[config.mk]
export PLATFORM = sky130hd
export DESIGN_NAME = tivs_ctrl
export DESIGN_NICKNAME = d
export VERILOG_FILES = /design/src/tivs_pkg.sv /design/src/tivs_ctrl.sv
export SDC_FILE = /design/constraint.sdc
export NUM_CORES = 1
export LEC_CHECK = 0
export BUFFER_PORTS_ARGS = -buffer_cell sky130_fd_sc_hd__buf_4
export CAP_MARGIN = 15
export CORE_AREA = 2 2 39 41
export CTS_BUF_LIST = sky130_fd_sc_hd__clkbuf_8
export DETAILED_ROUTE_END_ITERATION = 16
export DIE_AREA = 0 0 41 43
export SLEW_MARGIN = 20
export SYNTH_ARGS = -nofsm -noshare
export SYNTH_HDL_FRONTEND = slang
export SYNTH_SLANG_ARGS = --single-unit
[constraint.sdc]
create_clock -name clk -period 1.7 [get_ports clk]
set_input_delay 0.085 -clock clk [delete_from_list [all_inputs] [get_ports clk]]
set_output_delay 0.085 -clock clk [all_outputs]
set_load 0.02 [all_outputs]
[src/tivs_pkg.sv]
// package for the trapped-ion verlet step block
// types, constants and fixed point helpers; no dependencies
`default_nettype none
package tivs_pkg;
	localparam int NUM_IONS_DEF = 16;
	localparam int FRAC_BITS_DEF = 16;
	localparam int CFG_IDX_W = 3;
	localparam int CFG_DATA_W = 32;
	localparam int IDX_W = 4;

	localparam logic [CFG_IDX_W-1:0] REG_TIME_STEP = 3'd0;
	localparam logic [CFG_IDX_W-1:0] REG_INV_MASS = 3'd1;
	localparam logic [CFG_IDX_W-1:0] REG_RADIAL = 3'd2;
	localparam logic [CFG_IDX_W-1:0] REG_AXIAL = 3'd3;
	localparam logic [CFG_IDX_W-1:0] REG_PUSH_X = 3'd4;
	localparam logic [CFG_IDX_W-1:0] REG_PUSH_Y = 3'd5;
	localparam logic [CFG_IDX_W-1:0] REG_PUSH_Z = 3'd6;
	localparam logic [CFG_IDX_W-1:0] REG_DAMPING = 3'd7;

	localparam logic ACT_LOAD = 1'b0;
	localparam logic ACT_STEP = 1'b1;

	// input and result transfers
	typedef struct packed {
		logic               action;
		logic [IDX_W-1:0]   ion_index;
		logic signed [31:0] value_x;
		logic signed [31:0] value_y;
		logic signed [31:0] value_z;
	} ion_cmd_t;

	typedef struct packed {
		logic [IDX_W-1:0]   out_index;
		logic signed [31:0] pos_x;
		logic signed [31:0] pos_y;
		logic signed [31:0] pos_z;
	} ion_pos_t;

	// datapath multiplier operand selects
	typedef enum logic [2:0] {
		OP_V_DT, OP_A_DT, OP_AD_DT, OP_GAIN_X, OP_DAMP_V, OP_F_IM, OP_AV_DT
	} op_t;

	typedef enum logic [3:0] {
		ST_IDLE, ST_READ, ST_LOAD, ST_M0, ST_M1, ST_M2, ST_M3, ST_M4, ST_M5,
		ST_M6, ST_WB, ST_OUT
	} state_t;

	typedef struct packed {
		logic  cap_in;
		logic  mul_go;
		op_t   op;
		logic  wr_load;
		logic  wr_step;
		logic  clr_out;
		logic  axis_next;
		logic  axis_rst;
		logic  out_set;
	} cmd_t;

	typedef struct packed {
		logic       last_axis;
		logic       idx_ok;
		logic       is_step;
	} sts_t;

	function automatic logic signed [31:0] sat32(input logic signed [65:0] v);
		if (v > 66'sd2147483647) return 32'sh7fffffff;
		if (v < -66'sd2147483648) return 32'sh80000000;
		return v[31:0];
	endfunction
endpackage
`default_nettype wire

[src/tivs_ctrl.sv]
// controller state machine of the verlet step
// depends on tivs_pkg
`default_nettype none
module tivs_ctrl (
	input  wire logic           clk,
	input  wire logic           arst_n,
	input  wire logic           in_valid,
	output logic                in_ready,
	output logic                out_valid,
	input  wire logic           out_ready,
	input  wire tivs_pkg::sts_t sts,
	output tivs_pkg::cmd_t      cmd
);
	tivs_pkg::state_t state_q, state_d;
	logic out_valid_q;

	always_comb begin
		state_d = state_q;
		case (state_q)
			tivs_pkg::ST_IDLE: if (in_valid && !out_valid_q) state_d = tivs_pkg::ST_READ;
			tivs_pkg::ST_READ: begin
				if (!sts.idx_ok) state_d = tivs_pkg::ST_OUT;
				else if (sts.is_step) state_d = tivs_pkg::ST_M0;
				else state_d = tivs_pkg::ST_LOAD;
			end
			tivs_pkg::ST_LOAD: state_d = sts.last_axis ? tivs_pkg::ST_OUT : tivs_pkg::ST_READ;
			tivs_pkg::ST_M0: state_d = tivs_pkg::ST_M1;
			tivs_pkg::ST_M1: state_d = tivs_pkg::ST_M2;
			tivs_pkg::ST_M2: state_d = tivs_pkg::ST_M3;
			tivs_pkg::ST_M3: state_d = tivs_pkg::ST_M4;
			tivs_pkg::ST_M4: state_d = tivs_pkg::ST_M5;
			tivs_pkg::ST_M5: state_d = tivs_pkg::ST_M6;
			tivs_pkg::ST_M6: state_d = tivs_pkg::ST_WB;
			tivs_pkg::ST_WB: state_d = sts.last_axis ? tivs_pkg::ST_OUT : tivs_pkg::ST_READ;
			tivs_pkg::ST_OUT: state_d = tivs_pkg::ST_IDLE;
			default: state_d = tivs_pkg::ST_IDLE;
		endcase
	end

	always_comb begin
		cmd = '0;
		cmd.op = tivs_pkg::OP_V_DT;
		case (state_q)
			tivs_pkg::ST_IDLE: begin
				cmd.cap_in = in_valid && !out_valid_q;
				cmd.axis_rst = 1'b1;
				cmd.clr_out = in_valid && !out_valid_q;
			end
			tivs_pkg::ST_LOAD: begin cmd.wr_load = 1'b1; cmd.axis_next = 1'b1; end
			tivs_pkg::ST_M0: begin cmd.mul_go = 1'b1; cmd.op = tivs_pkg::OP_V_DT; end
			tivs_pkg::ST_M1: begin cmd.mul_go = 1'b1; cmd.op = tivs_pkg::OP_A_DT; end
			tivs_pkg::ST_M2: begin cmd.mul_go = 1'b1; cmd.op = tivs_pkg::OP_AD_DT; end
			tivs_pkg::ST_M3: begin cmd.mul_go = 1'b1; cmd.op = tivs_pkg::OP_GAIN_X; end
			tivs_pkg::ST_M4: begin cmd.mul_go = 1'b1; cmd.op = tivs_pkg::OP_DAMP_V; end
			tivs_pkg::ST_M5: begin cmd.mul_go = 1'b1; cmd.op = tivs_pkg::OP_F_IM; end
			tivs_pkg::ST_M6: begin cmd.mul_go = 1'b1; cmd.op = tivs_pkg::OP_AV_DT; end
			tivs_pkg::ST_WB: begin cmd.wr_step = 1'b1; cmd.axis_next = 1'b1; end
			tivs_pkg::ST_OUT: cmd.out_set = 1'b1;
			default: ;
		endcase
	end

	always_ff @(posedge clk or negedge arst_n) begin
		if (!arst_n) begin
			state_q <= tivs_pkg::ST_IDLE;
			out_valid_q <= 1'b0;
		end else begin
			state_q <= state_d;
			if (cmd.out_set) out_valid_q <= 1'b1;
			else if (out_ready) out_valid_q <= 1'b0;
		end
	end

	assign in_ready = (state_q == tivs_pkg::ST_IDLE) && !out_valid_q;
	assign out_valid = out_valid_q;
endmodule
`default_nettype wire

After elaboration in Yosys (flattened, before gate mapping)
Cells that the tools add are included.
W data, S select, Z words.
{ "op_classes": {"mux": 14, "n_eq_ne": 12, "n_reduce_logical": 6} }
{ "ops": {"columns": ["operator", "n"], "rows": [
  ["$pmux W4 S10", 1],
  ["$pmux W4 S7", 1],
  ["$eq A4 B3 Y1 const B", 4],
  ["$eq A4 B4 Y1 const B", 4],
  ["$mux W4", 3],
  ["$mux W1", 9],
  ["$eq A4 B2 Y1 const B", 2],
  ["$eq A4 B1 Y1 const B", 1],
  ["$logic_not A4 Y1", 1],
  ["$logic_and A1 B1 Y1", 2],
  ["$ne A2 B2 Y1 const B", 1],
  ["$reduce_bool A2 Y1", 1],
  ["$reduce_or A2 Y1", 1],
  ["$logic_not A1 Y1", 1]
]} }
{ "totals": {"out_inout_bits": 13, "register_bits": 5, "in_bits": 7, "elab_cells": 34} }

Logic depth before layout (Yosys ltp)
{ "logic_depth": {"word_depth": 4, "depth_mapped": 5, "depth_no_buf": 3} }

Least setup slack after synthesis
No wires, ideal clock.
{ "synth_timing": {"path_kind": "reg-to-output", "from": "register state_q[3]", "to": "output port cmd[10] in the netlist's numbering", "path_slack_ns": 0.271, "path_buffers": 2, "required_ns": 1.615, "arrival_time_ns": 1.344, "stages_incl_launch_ff": 6, "path_cell_list": "dfrtp_1 > buf_6 > nor3_2 > nand2_1 > nor2_1 > buf_4"} }
{ "synth_rtl": {"columns": ["element", "line_no", "text"], "rows": [
  ["from (decl)", "tivs_ctrl.sv:14", "tivs_pkg::state_t state_q, state_d;"],
  ["from (signal assigned)", "tivs_ctrl.sv:65", "state_q <= tivs_pkg::ST_IDLE;"],
  ["from (signal assigned)", "tivs_ctrl.sv:68", "state_q <= state_d;"],
  ["to (decl)", "tivs_ctrl.sv:12", "output tivs_pkg::cmd_t cmd"]
]} }

==> impl_metrics.py <==
metrics = {
    "place": {
        "dp.final_hpwl_um": 674,
        "globalplace.congestion": 0.746,
        "portBuffers": 19,
        "pre_cts_ws_ns": 0.323,
        "dpl.cell_count": 78,
    },
    "clocking": {
        "path_clk_slew_ns": 0.04,
        "ctsResizeCount": 0,
        "clock_latency_ns": 0.22,
        "clk_path_buf_depth": 2,
        "cts_hold_buf": 1,
        "cts_buffers": 3,
        "cts_setup_buffers": 0,
        "cts_root_buffer": "clkbuf_8",
        "cts.sinks": 5,
        "htree_num_levels": 1,
        "cts_tree": "done",
    },
    "sta": {
        "grt_setup_unrepaired": "no",
        "final_max_slew_viol_count": 0,
        "slew_headroom": 0.668,
        "setup_viol": 0,
        "finalHoldViolCount": 0,
        "worst_slew_pin_slew_ns": 0.498,
        "worst_slack_ns": 0.107,
        "setup_tns_ns": 0,
        "period_minus_slack_ns": 1.59,
        "fin_crit_sh": 0.937,
        "skew_ns": 0.00314,
        "fmax_mhz": 628,
    },
    "route": {
        "vias": 398,
        "ant_nets": 0,
        "totalWireLength_um": 906,
        "drc_errors": 0,
        "drt_iter0_markers": 1,
        "dr.pass1.iters": 4,
        "wl_per_cell_um": 10.9,
        "avgViaCountPerCell": 4.80,
    },
    "logic_synthesis": {
        "synth-main-ff-cell": "dfrtp_1",
        "synth_top_area_frac": 0.309,
        "yosysWarnings": 0,
        "synth_area_leaders": "dfrtp_1, nor2_1, nand2b_4",
        "avgSynthCellArea_um2": 8.45,
        "synth-async-reset-ratio": 1.00,
        "synth_cell_type_count": 24,
        "netlist_area_um2": 405,
        "synth_edf_count": 0,
        "synth_fp_nets": 55,
        "seq_area_frac_synth": 0.309,
        "synth_seq_cells": 5,
        "yosys.area.top_type": "dfrtp_1",
        "postSynthCellCount": 48,
        "yosys-top-cells-count": "nor2_1, dfrtp_1, inv_1",
        "synth.most_common_cell": "nor2_1",
    },
    "floorplanning": {
        "core_area_um2": 1380,
        "rows": 14,
        "die_h_um": 43,
        "initial_core_util": 0.293,
        "pin_count": 20,
        "die_x_um": 41,
        "die_area_um2": 1760,
    },
    "pwr": {
        "p_comb_frac": 0.574,
        "p_per_area_nw_per_um2": 2200,
        "switching_share": 0.473,
        "peakVddDrop_uv": 631,
        "switching_power_w": 0.000607,
        "totalPowerFinal_w": 0.00128,
        "p_seq_frac": 0.261,
        "p_int_w": 0.000677,
        "p_leak_nw": 0.292,
        "power_frac_clock": 0.165,
    },
    "status": {
        "outcome": "completed",
    },
    "worst_setup_path": {
        "critPathKind": "reg2out",
        "start_kind": "flop",
        "required_ns": 1.62,
        "end_kind": "primary output",
        "path_max_fanout": 13,
        "critPathArrivalTime_ns": 1.51,
    },
    "finish": {
        "drive_above_1_share": 0.403,
        "antennaDiodeCount": 0,
        "nets": 75,
        "fin_util": 0.421,
        "finalNonFillerCells": 83,
        "fillers": 155,
        "area_growth_pct": 43.8,
    },
    "global_routing": {
        "grt_pass1_wl_mm": 1.46,
        "grt_max_degree": 14,
        "grt_use_total": 0.119,
        "grt_overflow": 0,
        "antenna_found_initial": 0,
        "grt_pass1_vias": 351,
    },
    "min_path": {
        "hold_class": "in2reg",
    },
    "job": {
        "max-cap-violations": 0,
    },
}
## final cells by class
cell class | count | area (um2) | share of cell area
Sequential cell | 5 | 125 | 0.215
Clock buffer | 3 | 41.3 | 0.0708
Timing Repair Buffer | 20 | 153 | 0.262
Tap cell | 16 | 20.0 | 0.0343
Multi-Input combinational cell | 34 | 225 | 0.386
Inverter | 4 | 15.0 | 0.0258
Clock inverter | 1 | 3.75 | 0.00644
## sequential cells by signal (all words and copies together) (netlist names)
| signal | flops |
|---|---|
| state_q | 4 |
| out_valid | 1 |
## worst max-delay path: stages (launching register included)
cell,delay [ns]
dfrtp_1,0.54
nand2b_4,0.26
a211o_1,0.27
o21ai_1,0.07
buf_4,0.15
## path summary, 6_finish.rpt
| check | start | endpoint | slack (ns) | depth (start not counted) |
|---|---|---|---|---|
| worst max-delay path | state_q[2]$_DFFE_PN0P_ | cmd[7] | 0.11 | 4 |
| worst min-delay path | out_ready | out_valid$_DFFE_PN0P_ | 0.06 | 2 |
| worst max register to register | state_q[1]$_DFFE_PN0P_ | state_q[0]$_DFFE_PN0P_ | 0.48 | 3 |
| worst min register to register | out_valid$_DFFE_PN0P_ | out_valid$_DFFE_PN0P_ | 0.59 | 2 |
| max in group asynchronous | arst_n | state_q[2]$_DFFE_PN0P_ | 1.39 | 2 |
| min in group asynchronous | arst_n | out_valid$_DFFE_PN0P_ | 0.20 | 2 |
## power groups by stage
stage / registers, W / logic, W / clock network [W]
after floorplan: 0.000223 / 0.000642 / 0
after global placement: 0.000335 / 0.000743 / 0
after detailed placement: 0.000339 / 0.000741 / 0
after CTS: 0.000336 / 0.000746 / 0.000217
after global routing: 0.000350 / 0.000804 / 0.000230
final: 0.000335 / 0.000737 / 0.000212
## layer usage
layer	track usage	vias to the layer above	routed length [um]
met2	0.184	14	456
li1	-	205	-
met3	0.0628	0	83
met4	0.0200	0	0
met5	0	-	0
met1	0.142	179	366
## metrics by stage
stage | hold WS [ns] | instance area, um2
global route | 0.0581 | 583
finish | 0.0607 | 583
detailed placement | -0.111 | 528
CTS | 0.0601 | 583
floorplan | -0.211 | 405
global placement | -0.112 | 528
## cell usage in the layout (no fill, tap or decap)
cell and n:
a211o_1 1, a21oi_1 2, a221oi_1 1, a221oi_2 1, a31o_1 1, and3b_1 1, buf_4 19, clkbuf_8 3
dfrtp_1 5, dlygate4sd3_1 1, inv_1 5, nand2_1 3, nand2b_1 2, nand2b_4 2, nor2_1 8, nor3_1 1
nor3_2 1, nor3b_1 1, o21a_1 1, o21ai_1 2, o21ai_2 1, o22ai_1 3, o31ai_1 1, xor2_1 1
## cells by family (layout without fill, tap and decap cells)
| logic type | count (synthesis) | count (layout) | synth area share |
|---|---|---|---|
| AND/OR/NAND/NOR | 19 | 19 | 0.278 |
| XOR/XNOR | 1 | 1 | 0.0216 |
| AO/OA/AOI/OAI | 14 | 14 | 0.256 |
| flip-flops | 5 | 5 | 0.309 |
| buffers and inverters | 9 | 28 | 0.136 |
(Power assumes the default switching activity.)
